===== src/itrs_pkg.sv =====
// ----------------------------------------------------------------------------
// itrs_pkg
// Shared types, constants and the checkerboard sweep table for the idle
// tile refresh scheduler.
// ----------------------------------------------------------------------------
`default_nettype none

package itrs_pkg;

    localparam int TILE_COUNT = 16;
    localparam int SWEEP_W    = $clog2(TILE_COUNT);
    localparam int TIME_W     = 64;
    localparam int CFG_W      = 32;
    localparam int CFG_IDX_W  = 8;
    localparam int COORD_W    = 10;

    localparam logic [COORD_W-1:0] TILE_W = 10'd150;
    localparam logic [COORD_W-1:0] TILE_H = 10'd200;

    localparam logic [CFG_W-1:0] IDLE_THRESHOLD_RESET = 32'd60000;
    localparam logic [CFG_W-1:0] STEP_INTERVAL_RESET  = 32'd500;

    // register indexes on the configuration port
    localparam logic [CFG_IDX_W-1:0] CFG_IDLE_THRESHOLD = 8'd0;
    localparam logic [CFG_IDX_W-1:0] CFG_STEP_INTERVAL  = 8'd1;

    // item codes; code 3 is reserved and ignored
    typedef enum logic [1:0] {
        MODE_TICK     = 2'd0,
        MODE_ACTIVITY = 2'd1,
        MODE_DISABLE  = 2'd2
    } mode_t;

    typedef struct packed {
        logic [CFG_W-1:0] idle_threshold;
        logic [CFG_W-1:0] step_interval;
    } cfg_t;

    typedef struct packed {
        logic [COORD_W-1:0] left;
        logic [COORD_W-1:0] top;
        logic [COORD_W-1:0] right;
        logic [COORD_W-1:0] bottom;
    } box_t;

    typedef struct packed {
        logic                refresh_now;
        box_t                box;
        logic                is_enabled;
        logic [SWEEP_W-1:0]  sweep_position;
    } result_t;

    // even tiles (col + row even) first, then the odd ones
    function automatic logic [SWEEP_W-1:0] sweep_tile(input logic [SWEEP_W-1:0] pos);
        logic [SWEEP_W-1:0] tile;
        begin
            case (pos)
                4'd0:    tile = 4'd0;
                4'd1:    tile = 4'd2;
                4'd2:    tile = 4'd5;
                4'd3:    tile = 4'd7;
                4'd4:    tile = 4'd8;
                4'd5:    tile = 4'd10;
                4'd6:    tile = 4'd13;
                4'd7:    tile = 4'd15;
                4'd8:    tile = 4'd1;
                4'd9:    tile = 4'd3;
                4'd10:   tile = 4'd4;
                4'd11:   tile = 4'd6;
                4'd12:   tile = 4'd9;
                4'd13:   tile = 4'd11;
                4'd14:   tile = 4'd12;
                default: tile = 4'd14;
            endcase
            return tile;
        end
    endfunction

endpackage

`default_nettype wire


===== src/idle_tile_refresh_scheduler.sv =====
// ----------------------------------------------------------------------------
// idle_tile_refresh_scheduler
// Idle-time checkerboard tile refresh scheduler for a 600x800 panel in a
// 4x4 grid. Input register, combinational decision, result register.
// ----------------------------------------------------------------------------
//
//   channel | signals                                    | direction
//   --------+--------------------------------------------+----------
//   in      | in_valid/in_ready, mode, now_ms,           | to block
//           | update_refused                             |
//   out     | out_valid/out_ready, refresh_now, box_*,   | from block
//           | is_enabled, sweep_position                 |
//   cfg     | cfg_valid/cfg_ready, cfg_index, cfg_data   | to block
//
// One item per cycle sustained while the output is not stalled; each item
// passes the input register, then the 64-bit due compare/add into the
// result register. Reset restores threshold 60000, interval 500, enabled,
// sweep position 0, due time 0. A stalled output holds its result while a
// new item still fills the input register; the input stalls only when both
// registers are full.
// ----------------------------------------------------------------------------
`default_nettype none

module idle_tile_refresh_scheduler
    import itrs_pkg::*;
(
    input  wire logic                 clk,
    input  wire logic                 rst_n,

    input  wire logic                 in_valid,
    output logic                      in_ready,
    input  wire logic [1:0]           mode,
    input  wire logic [TIME_W-1:0]    now_ms,
    input  wire logic                 update_refused,

    output logic                      out_valid,
    input  wire logic                 out_ready,
    output logic                      refresh_now,
    output logic [COORD_W-1:0]        box_left,
    output logic [COORD_W-1:0]        box_top,
    output logic [COORD_W-1:0]        box_right,
    output logic [COORD_W-1:0]        box_bottom,
    output logic                      is_enabled,
    output logic [SWEEP_W-1:0]        sweep_position,

    input  wire logic                 cfg_valid,
    output logic                      cfg_ready,
    input  wire logic [CFG_IDX_W-1:0] cfg_index,
    input  wire logic [CFG_W-1:0]     cfg_data
);

    cfg_t              cfg;
    result_t           result;

    logic              in_valid_reg;
    logic              in_valid_next;
    logic [1:0]        mode_reg;
    logic [TIME_W-1:0] now_reg;
    logic              refused_reg;

    logic              out_valid_reg;
    logic              out_valid_next;
    result_t           result_reg;

    logic              advance;
    logic              step;
    logic              in_xfer;

    itrs_cfg u_cfg (
        .clk       (clk),
        .rst_n     (rst_n),
        .cfg_valid (cfg_valid),
        .cfg_ready (cfg_ready),
        .cfg_index (cfg_index),
        .cfg_data  (cfg_data),
        .cfg       (cfg)
    );

    itrs_core u_core (
        .clk            (clk),
        .rst_n          (rst_n),
        .step           (step),
        .mode           (mode_reg),
        .now_ms         (now_reg),
        .update_refused (refused_reg),
        .cfg            (cfg),
        .result         (result)
    );

    assign advance  = !out_valid_reg || out_ready;
    assign step     = in_valid_reg && advance;
    assign in_ready = !in_valid_reg || advance;
    assign in_xfer  = in_valid && in_ready;

    always_comb
    begin
        if (in_xfer)
            in_valid_next = 1'b1;
        else if (step)
            in_valid_next = 1'b0;
        else
            in_valid_next = in_valid_reg;

        if (step)
            out_valid_next = 1'b1;
        else if (out_ready)
            out_valid_next = 1'b0;
        else
            out_valid_next = out_valid_reg;
    end

    always_ff @(posedge clk or negedge rst_n)
    begin
        if (!rst_n)
        begin
            in_valid_reg  <= 1'b0;
            out_valid_reg <= 1'b0;
        end
        else
        begin
            in_valid_reg  <= in_valid_next;
            out_valid_reg <= out_valid_next;
        end
    end

    always_ff @(posedge clk)
    begin
        if (in_xfer)
        begin
            mode_reg    <= mode;
            now_reg     <= now_ms;
            refused_reg <= update_refused;
        end
        if (step)
        begin
            result_reg <= result;
        end
    end

    assign out_valid      = out_valid_reg;
    assign refresh_now    = result_reg.refresh_now;
    assign box_left       = result_reg.box.left;
    assign box_top        = result_reg.box.top;
    assign box_right      = result_reg.box.right;
    assign box_bottom     = result_reg.box.bottom;
    assign is_enabled     = result_reg.is_enabled;
    assign sweep_position = result_reg.sweep_position;

    a_step_fills_output: assert property (@(posedge clk) disable iff (!rst_n)
        step |=> out_valid_reg)
        else $error("processed item did not reach the result register");

    a_no_box_without_refresh: assert property (@(posedge clk) disable iff (!rst_n)
        out_valid_reg && !result_reg.refresh_now |->
            result_reg.box.left == '0 && result_reg.box.bottom == '0)
        else $error("box bounds set without a refresh");

    a_input_not_dropped: assert property (@(posedge clk) disable iff (!rst_n)
        in_valid_reg && !advance |=> in_valid_reg && $stable(now_reg))
        else $error("pending input item lost while output stalled");

endmodule

`default_nettype wire


===== src/itrs_cfg.sv =====
// ----------------------------------------------------------------------------
// itrs_cfg
// Configuration registers: idle threshold and step interval.
// ----------------------------------------------------------------------------
`default_nettype none

module itrs_cfg
    import itrs_pkg::*;
(
    input  wire logic                 clk,
    input  wire logic                 rst_n,
    input  wire logic                 cfg_valid,
    output logic                      cfg_ready,
    input  wire logic [CFG_IDX_W-1:0] cfg_index,
    input  wire logic [CFG_W-1:0]     cfg_data,
    output cfg_t                      cfg
);

    cfg_t cfg_reg;
    cfg_t cfg_next;

    assign cfg_ready = 1'b1;
    assign cfg       = cfg_reg;

    always_comb
    begin
        cfg_next = cfg_reg;
        if (cfg_valid)
        begin
            case (cfg_index)
                CFG_IDLE_THRESHOLD: cfg_next.idle_threshold = cfg_data;
                CFG_STEP_INTERVAL:  cfg_next.step_interval  = cfg_data;
                default:            cfg_next = cfg_reg;
            endcase
        end
    end

    always_ff @(posedge clk or negedge rst_n)
    begin
        if (!rst_n)
        begin
            cfg_reg.idle_threshold <= IDLE_THRESHOLD_RESET;
            cfg_reg.step_interval  <= STEP_INTERVAL_RESET;
        end
        else
        begin
            cfg_reg <= cfg_next;
        end
    end

endmodule

`default_nettype wire


===== src/itrs_tile_map.sv =====
// ----------------------------------------------------------------------------
// itrs_tile_map
// Maps a sweep position to the pixel bounding box of its tile.
// ----------------------------------------------------------------------------
`default_nettype none

module itrs_tile_map
    import itrs_pkg::*;
(
    input  wire logic [SWEEP_W-1:0] sweep_position,
    output box_t                    box
);

    logic [SWEEP_W-1:0] tile;
    logic [1:0]         col;
    logic [1:0]         row;
    logic [COORD_W-1:0] left;
    logic [COORD_W-1:0] top;

    assign tile = sweep_tile(sweep_position);
    assign col  = tile[1:0];
    assign row  = tile[3:2];

    always_comb
    begin
        case (col)
            2'd0:    left = 10'd0;
            2'd1:    left = TILE_W;
            2'd2:    left = 10'(TILE_W * 2);
            default: left = 10'(TILE_W * 3);
        endcase
        case (row)
            2'd0:    top = 10'd0;
            2'd1:    top = TILE_H;
            2'd2:    top = 10'(TILE_H * 2);
            default: top = 10'(TILE_H * 3);
        endcase
    end

    assign box.left   = left;
    assign box.top    = top;
    assign box.right  = left + TILE_W - 10'd1;
    assign box.bottom = top + TILE_H - 10'd1;

endmodule

`default_nettype wire


===== src/itrs_core.sv =====
// ----------------------------------------------------------------------------
// itrs_core
// Scheduler state (due time, sweep position, enable) and the per-item
// decision: activity restart, disable, or a due tick that issues a tile or, if refused, disables.
// ----------------------------------------------------------------------------
`default_nettype none

module itrs_core
    import itrs_pkg::*;
(
    input  wire logic              clk,
    input  wire logic              rst_n,
    input  wire logic              step,
    input  wire logic [1:0]        mode,
    input  wire logic [TIME_W-1:0] now_ms,
    input  wire logic              update_refused,
    input  wire cfg_t              cfg,
    output result_t                result
);

    logic [TIME_W-1:0]  due_time_reg;
    logic [TIME_W-1:0]  due_time_next;
    logic [SWEEP_W-1:0] sweep_index_reg;
    logic [SWEEP_W-1:0] sweep_index_next;
    logic               active_reg;
    logic               active_next;

    box_t               tile_box;
    logic               is_due;
    logic               fire;
    logic [TIME_W-1:0]  due_idle;
    logic [TIME_W-1:0]  due_step;

    itrs_tile_map u_tile_map (
        .sweep_position (sweep_index_reg),
        .box            (tile_box)
    );

    assign is_due   = now_ms >= due_time_reg;
    assign due_idle = now_ms + {{(TIME_W-CFG_W){1'b0}}, cfg.idle_threshold};
    assign due_step = now_ms + {{(TIME_W-CFG_W){1'b0}}, cfg.step_interval};

    always_comb
    begin
        due_time_next    = due_time_reg;
        sweep_index_next = sweep_index_reg;
        active_next      = active_reg;
        fire             = 1'b0;
        case (mode)
            MODE_ACTIVITY:
            begin
                due_time_next    = due_idle;
                sweep_index_next = '0;
            end
            MODE_DISABLE:
            begin
                active_next = 1'b0;
            end
            MODE_TICK:
            begin
                if (active_reg && is_due)
                begin
                    if (update_refused)
                    begin
                        active_next = 1'b0;
                    end
                    else
                    begin
                        fire             = 1'b1;
                        sweep_index_next = sweep_index_reg + 1'b1;
                        // last tile of the sweep wraps to 0 and waits a full idle gap
                        if (&sweep_index_reg)
                            due_time_next = due_idle;
                        else
                            due_time_next = due_step;
                    end
                end
            end
            default:
            begin
                fire = 1'b0;
            end
        endcase
    end

    always_comb
    begin
        result.refresh_now    = fire;
        result.box            = fire ? tile_box : '0;
        result.is_enabled     = active_next;
        result.sweep_position = sweep_index_next;
    end

    always_ff @(posedge clk or negedge rst_n)
    begin
        if (!rst_n)
        begin
            due_time_reg    <= '0;
            sweep_index_reg <= '0;
            active_reg      <= 1'b1;
        end
        else if (step)
        begin
            due_time_reg    <= due_time_next;
            sweep_index_reg <= sweep_index_next;
            active_reg      <= active_next;
        end
    end

    a_issue_needs_enable: assert property (@(posedge clk) disable iff (!rst_n)
        step && result.refresh_now |-> active_reg && is_due)
        else $error("tile issued while disabled or not due");

    a_disable_sticks: assert property (@(posedge clk) disable iff (!rst_n)
        !active_reg |=> !active_reg)
        else $error("scheduler re-enabled without reset");

    a_state_holds_when_idle: assert property (@(posedge clk) disable iff (!rst_n)
        !step |=> $stable(sweep_index_reg) && $stable(due_time_reg))
        else $error("state changed with no item in flight");

endmodule

`default_nettype wire


===== config.mk =====
export PLATFORM = sky130hd
export DESIGN_NAME = idle_tile_refresh_scheduler
export DESIGN_NICKNAME = d
export VERILOG_FILES = /design/src/itrs_pkg.sv /design/src/idle_tile_refresh_scheduler.sv /design/src/itrs_cfg.sv /design/src/itrs_tile_map.sv /design/src/itrs_core.sv
export SDC_FILE = /design/constraint.sdc
export NUM_CORES = 1
export LEC_CHECK = 0
export BUFFER_PORTS_ARGS = -buffer_cell sky130_fd_sc_hd__buf_2
export CORE_MARGIN = 5
export CORE_UTILIZATION = 60
export CTS_BUF_LIST = sky130_fd_sc_hd__clkbuf_2 sky130_fd_sc_hd__clkbuf_4 sky130_fd_sc_hd__clkbuf_8
export CTS_CLUSTER_SIZE = 40
export DETAILED_ROUTE_END_ITERATION = 6
export GPL_ROUTABILITY_DRIVEN = 0
export PLACE_DENSITY = 0.81
export SYNTH_ARGS = -nofsm -noshare
export SYNTH_HDL_FRONTEND = slang
export SYNTH_SLANG_ARGS = --single-unit

===== constraint.sdc =====
create_clock -name clk -period 7.7 [get_ports clk]
set_input_delay 0.77 -clock clk [delete_from_list [all_inputs] [get_ports clk]]
set_output_delay 0.77 -clock clk [all_outputs]
set_load 0.01 [all_outputs]

==> impl_metrics.yaml, run 1 <==
yosys:
  syn_avg_cell_area_um2: 9.86
  yosys.area.top_type_share: 0.208
  synth_area_um2: 14500
  synthDistinctLibCells: 70
  syn_inst: 1476
  synth-seq-cells: 227
  synth_top_cell_by_area: "dfrtp_1"
  seq_area_frac_synth: 0.423
  synth_warnings: 0
  yosys-top-cells-area: "dfrtp_1 21%, edfxtp_1 19%, ha_1 12%, mux2_2 4.9%, a21oi_1 3.9%"
  synth_ff_type: "dfrtp_1"
  synth-edff-count: 92
  async_reset_ff_frac: 0.595
global_route:
  met2_usage: 0.403
  grt_first_pass_wirelength_um: 58800
  overflow: 0
  grt_pass1_vias: 11800
  grt.total_usage: 0.256
  busiest_layer: "met2"
  grt_use_met1: 0.357
  grt_max_degree: 89
  gr-usage-met3: 0.0534
  antenna_found_initial: 0
sta:
  tightest_slew_ps: 1120
  fin_crit_ps: 4120
  layout_setup_ws_ps: 3580
  timing.slew.headroom: 0.252
  fmax_mhz: 242
  fin_crit_sh: 0.536
  final_hold_viol_count: 0
  setup_viol: 0
  drv_slew: 0
  fin_worst_skew_ps: 20.8
  grt_setup_unrepaired: "false"
  final.setup.tns_ps: 0
die:
  io_pins: 161
  dieArea_um2: 27500
  die_x_um: 166
  num_rows: 57
  initial_core_util: 0.603
  core-area_um2: 24100
  die_y_um: 166
power:
  pwr_density_cell_nw_per_um2: 213
  peakVddDrop_mv: 0.146
  finalPower_w: 0.00346
  p_clk_frac: 0.332
  swShare: 0.309
  pwr-share-comb: 0.230
  internal-power_w: 0.00239
  seqPwrFrac: 0.438
  switching_power_w: 0.00107
  power.leakage_nw: 7.49
critical_path:
  start_kind: "register"
  end_kind: "register"
  path_cells: "ha_1 -> inv_1 -> fa_1 -> nand2b_1 -> a21oi_1 -> o21ai_1 -> o211ai_1 -> nand4_1 -> a211oi_1 -> a22oi_1 -> or4_1 -> a31oi_1"
  critPathSlowestCell: "or4_1"
  crit_start: "now_reg[0]$_DFFE_PP_"
  path_buf_inv: 1
  crit_fanout: 13
  crit_family: "compound AO/OA/AOI/OAI gates"
  r2r-start: "now_reg[0]$_DFFE_PP_"
  critPathRequiredTime_ps: 8160
  cp.arrival_ps: 4590
  crit_type: "register to register"
  slowest_delay_ps: 590
detailed_routing:
  first_iter_violations: 1147
  routed_wl_um: 36000
  num_vias: 11900
  avgRoutedWirePerCell_um: 18.3
  ant_nets: 0
  vias_per_cell: 6.05
  first_pass_iters: 5
  drc: 0
clock_tree:
  numCtsBuffers: 39
  root_buffer: "clkbuf_8"
  clockBufferDepth: 3
  cts_resized: 0
  cts_tree: "built"
  worstSkewPairLatency_ps: 550
  post_cts_buffers: 0
  h-tree-depth: 2
  path_clk_slew_ps: 60
  cts.sinks: 227
  cts_hold_buffers: 0
cells_and_area:
  drive_gt1_frac: 0.197
  final_util: 0.674
  syn2layout_area_growth_pct: 11.7
  fin_nets: 1868
outcome:
  status: "finished, final reports clean"
placement:
  hpwl_um: 26500
  io_buffer_count: 152
  place_ws_ps: 3690
worst_hold_path:
  hold_class: "input port to asynchronous set/reset pin"
run:
  cap_violations: 0
kinds of logic after synthesis:
logic type               after synthesis  share of synthesized area
AO/OA/AOI/OAI                        384                      0.167
XOR/XNOR                              79                     0.0476
adder cells (fa/ha/maj)              143                      0.124
buffers and inverters                174                     0.0543
flip-flops                           227                      0.423
multiplexers                          68                     0.0522
other                                  2                   0.000516
AND/OR/NAND/NOR                      399                      0.131
cell usage in the layout (no fill, tap or decap), types with 7 or more instances in the layout:
cell type,n
xor2_1,30
o21bai_1,11
inv_1,103
conb_1,8
nor2b_1,7
nor3_1,22
clkbuf_4,15
nand2_1,135
nand3_1,30
nor2_1,95
o31ai_1,7
ha_1,141
dfrtp_1,121
a31oi_1,23
and3_1,12
buf_2,151
a221oi_1,9
nor4_1,11
o21ai_0,83
or3_1,9
buf_4,8
xnor2_1,49
o211ai_1,14
and2_1,11
mux2_2,63
a22oi_1,7
and4_1,7
nand4_1,29
a211oi_1,25
a21o_1,30
nand2b_1,12
o21ai_1,7
dfstp_2,14
clkbuf_8,46
edfxtp_1,92
a21oi_1,112
cells in the mapped netlist, drive strengths merged (11+ instances only):
cell and instances:
ha 141, nand2 135, dfrtp 121, a21oi 113, inv 104, nor2 96
edfxtp 92, o21ai 90, mux2 63, xnor2 49, buf 44, a21o 31
nand3 30, xor2 30, nand4 29, clkbuf 26, a211oi 25, a31oi 23
nor3 22, dfstp 14, o211ai 14, and2 12, and3 12, nand2b 12
nor4 11, o21bai 11
worst paths after layout:
kind | end | cells past startpoint | slack [ps]
worst max-delay path | u_core.due_time_reg[54]$_DFFE_PN0P_ | 12 | 3580
worst min-delay path | u_cfg.cfg[48]$_DFFE_PN0P_ | 1 | 290
worst max register to register | u_core.due_time_reg[54]$_DFFE_PN0P_ | 12 | 3580
worst min register to register | u_core.due_time_reg[45]$_DFFE_PN0P_ | 2 | 480
max in group asynchronous | u_core.due_time_reg[51]$_DFFE_PN0P_ | 2 | 6230
min in group clk | now_reg[9]$_DFFE_PP_ | 1 | 390
area by class of cell:
class / instances / area (µm²)
multi-input combinational: 1081 / 7630
clock buffer: 61 / 746
inverter: 104 / 390
tap: 324 / 405
timing repair buffer: 160 / 827
fill: 1960 / 7860
clock inverter: 11 / 82.6
antenna: 1 / 2.50
sequential: 227 / 6160
per-layer routing:
metal / routed length (µm) / part of all wire
met1: 15700 / 0.44
met2: 16200 / 0.45
met3: 3070 / 0.085
met4: 1030 / 0.028
met5: 0 / 0
power groups by stage:
stage          clock [W]  sequential, W  combinational (W)
2_1_floorplan          0        0.00151           0.000576
3_3_place_gp           0        0.00153           0.000747
3_5_place_dp           0        0.00154           0.000785
4_1_cts          0.00118        0.00151           0.000791
5_1_grt          0.00124        0.00153           0.000906
6_report         0.00115        0.00152           0.000797
stage by stage:
step | cell area (µm²) | hold WS, ps | instances
6_report | 16200 | 292 | 1969
5_1_grt | 16200 | 362 | 1968
4_1_cts | 16200 | 320 | 1968
3_5_place_dp | 15400 | 470 | 1896
3_3_place_gp | 15400 | 462 | 1896
2_1_floorplan | 14600 | 450 | 1482
(Power assumes the default switching activity.)
==> inputs of run 2 (changes only) <==
==> constraint.sdc (replaced) <==
create_clock -name clk -period 3.8 [get_ports clk]
set_input_delay 0.38 -clock clk [delete_from_list [all_inputs] [get_ports clk]]
set_output_delay 0.38 -clock clk [all_outputs]
set_load 0.01 [all_outputs]
==> run 2 against run 1 <==
Effect of this change:
- the run now ends with negative hold slack left
- first-iteration DRC count rose by 3.6%
- setup slack got worse by 3400 ps
- critical endpoint is now box_right[5]$_SDFFCE_PN0P_
- die area did not move
- non-clock buffer count rose by 90
- sequential share of layout area fell by 2.0 points
- power rose by 110%
- critical path depth fell by 2
- core utilization rose by 3.7 points
==> impl_metrics.yaml, run 2 (synthesis gave the netlist of run 1 again) <==
critical_path:
  reg2reg_slack_ps: 160
  path_buf_inv: 1
  start_kind: "register"
  r2r_cells: 10
  path_cells: "ha_1 -> nand4_1 -> or3_1 -> or4b_4 -> o221ai_1 -> a21oi_1 -> a311o_1 -> or3_1 -> inv_2 -> and2_1"
  r2r-start: "now_reg[53]$_DFFE_PP_"
  end_kind: "register"
  critPathRequiredTime_ps: 4230
  cpMostUsedCell: "or3_1"
  r2r-end: "box_right[5]$_SDFFCE_PN0P_"
  crit_type: "register to register"
  cp.arrival_ps: 4070
  crit_fanout: 15
  critPathSlowestCell: "or3_1"
  slowest_delay_ps: 560
  crit_family: "simple AND/OR/NAND/NOR gates"
power:
  swShare: 0.313
  peakVddDrop_mv: 0.265
  pwr-share-comb: 0.239
  seqPwrFrac: 0.429
  internal-power_w: 0.00491
  switching_power_w: 0.00224
  p_clk_frac: 0.332
  pwr_density_cell_nw_per_um2: 418
  power.leakage_nw: 7.91
sta:
  fin_crit_sh: 0.958
  final_hold_viol_count: 14
  tightest_slew_ps: 1130
  grt_setup_unrepaired: "false"
  timing.slew.headroom: 0.245
  layout_setup_ws_ps: 159
  fin_worst_skew_ps: 23.2
  drv_slew: 0
  setup_viol: 0
  fin_crit_ps: 3640
  final.setup.tns_ps: 0
  hold_slack_ps: -36.6
  fmax_mhz: 275
detailed_routing:
  met3_length_um: 3000
  top_layer: "met4"
  vias_per_cell: 6.01
  first_iter_violations: 1188
  routed_wl_um: 37600
  first_pass_iters: 5
  num_vias: 12400
  drc: 0
  ant_nets: 0
  avgRoutedWirePerCell_um: 18.3
  met2WireLength_um: 17000
  wl_met1_um: 16400
global_route:
  grt_first_pass_wirelength_um: 61200
  grt_max_degree: 115
  grt_pass1_vias: 12200
  overflow: 0
  grt.total_usage: 0.266
  antenna_found_initial: 0
cells_and_area:
  syn2layout_area_growth_pct: 17.7
  final_util: 0.710
  stdcell_area_um2: 17100
  fin_nets: 1958
  final_common_cell: "buf_2"
  drive_gt1_frac: 0.204
  layout_common_cells: "151 x buf_2, 141 x ha_1, 135 x nand2_1"
  diodes: 0
clock_tree:
  root_buffer: "clkbuf_8"
  cts_tree: "built"
  worstSkewPairLatency_ps: 560
  h-tree-depth: 2
  cts.sinks: 227
  path_clk_slew_ps: 70
  clockBufferDepth: 3
  numCtsBuffers: 39
run:
  cap_violations: 0
die:
  initial_core_util: 0.603
  core-area_um2: 24100
  die_y_um: 166
  num_rows: 57
  die_x_um: 166
  io_pins: 161
  dieArea_um2: 27500
placement:
  hpwl_um: 27100
  placed_area_um2: 15700
  io_buffer_count: 152
  place_ws_ps: 77.2
outcome:
  status: "finished, violations left"
  violations: "negative hold slack"
worst_hold_path:
  hold_class: "input port to asynchronous set/reset pin"
run 2: cell count changes in the layout (fill, tap and decap cells not counted), sizes merged, moves of 2 or more:
cell	before	now
buf	160	188
clkbuf	61	55
clkinv	8	12
dlygate4sd3	0	62
inv	105	107
run 2: through the flow:
| step | power [W] | hold slack, ps | cells |
|---|---|---|---|
| CTS | 0.00715 | 4.21 | 2058 |
| detailed placement | 0.00472 | 471 | 1924 |
| global placement | 0.00463 | 463 | 1924 |
| global route | 0.00756 | 1.70 | 2058 |
| finish | 0.00716 | -36.6 | 2058 |
| floorplan | 0.00422 | 84.4 | 1482 |
run 2: worst reg2reg max path, delay by kind of cell (launching register included):
| family | cells | cell delay, ps |
|---|---|---|
| AND/OR/NAND/NOR | 5 | 1800 |
| AO/OA/AOI/OAI | 3 | 740 |
| flip-flops | 1 | 450 |
| adder cells (fa/ha/maj) | 1 | 340 |
| buffers and inverters | 1 | 180 |
run 2: worst max path at each step:
stage,start,end,slack [ps],cells past startpoint
after floorplan,now_reg[53]$_DFFE_PP_,u_core.due_time_reg[2]$_DFFE_PN0P_,550,13
after global placement,now_reg[53]$_DFFE_PP_,u_core.due_time_reg[36]$_DFFE_PN0P_,240,11
after detailed placement,now_reg[53]$_DFFE_PP_,u_core.due_time_reg[4]$_DFFE_PN0P_,80,11
after CTS,now_reg[53]$_DFFE_PP_,u_core.due_time_reg[4]$_DFFE_PN0P_,110,11
after global routing,now_reg[0]$_DFFE_PP_,u_core.due_time_reg[62]$_DFFE_PN0P_,8,13
final,now_reg[53]$_DFFE_PP_,box_right[5]$_SDFFCE_PN0P_,160,10
run 2: cell type report:
type | instances | area, µm²
multi-input cells | 1081 | 7640
fillers | 1806 | 6980
flip-flops and latches | 227 | 6160
repair buffers | 250 | 1700
clock buffers | 55 | 688
well taps | 324 | 405
inverters | 104 | 390
clock inverters | 17 | 145
run 2: power by group through the flow:
stage / clock (W) / combinational (W) / sequential [W]
6_report: 0.00238 / 0.00171 / 0.00307
5_1_grt: 0.00254 / 0.00193 / 0.00310
4_1_cts: 0.00241 / 0.00168 / 0.00307
3_5_place_dp: 0 / 0.00161 / 0.00311
3_3_place_gp: 0 / 0.00154 / 0.00310
2_1_floorplan: 0 / 0.00117 / 0.00305
run 2: repair_timing:
| item | CTS | global route |
|---|---|---|
| hold buffers | 62 | 0 |
| hold endpoints to repair | 62 | 0 |
| endpoints found under the setup margin | 0 | 28 |
| resized for setup | 0 | 3 |
| buffers inserted | 0 | 0 |
run 2: per-layer routing:
layer,vias to the layer above,global-route usage
met2,565,0.422
li1,5825,-
met1,5866,0.374
met3,105,0.0458
met4,0,0.0907
met5,-,0
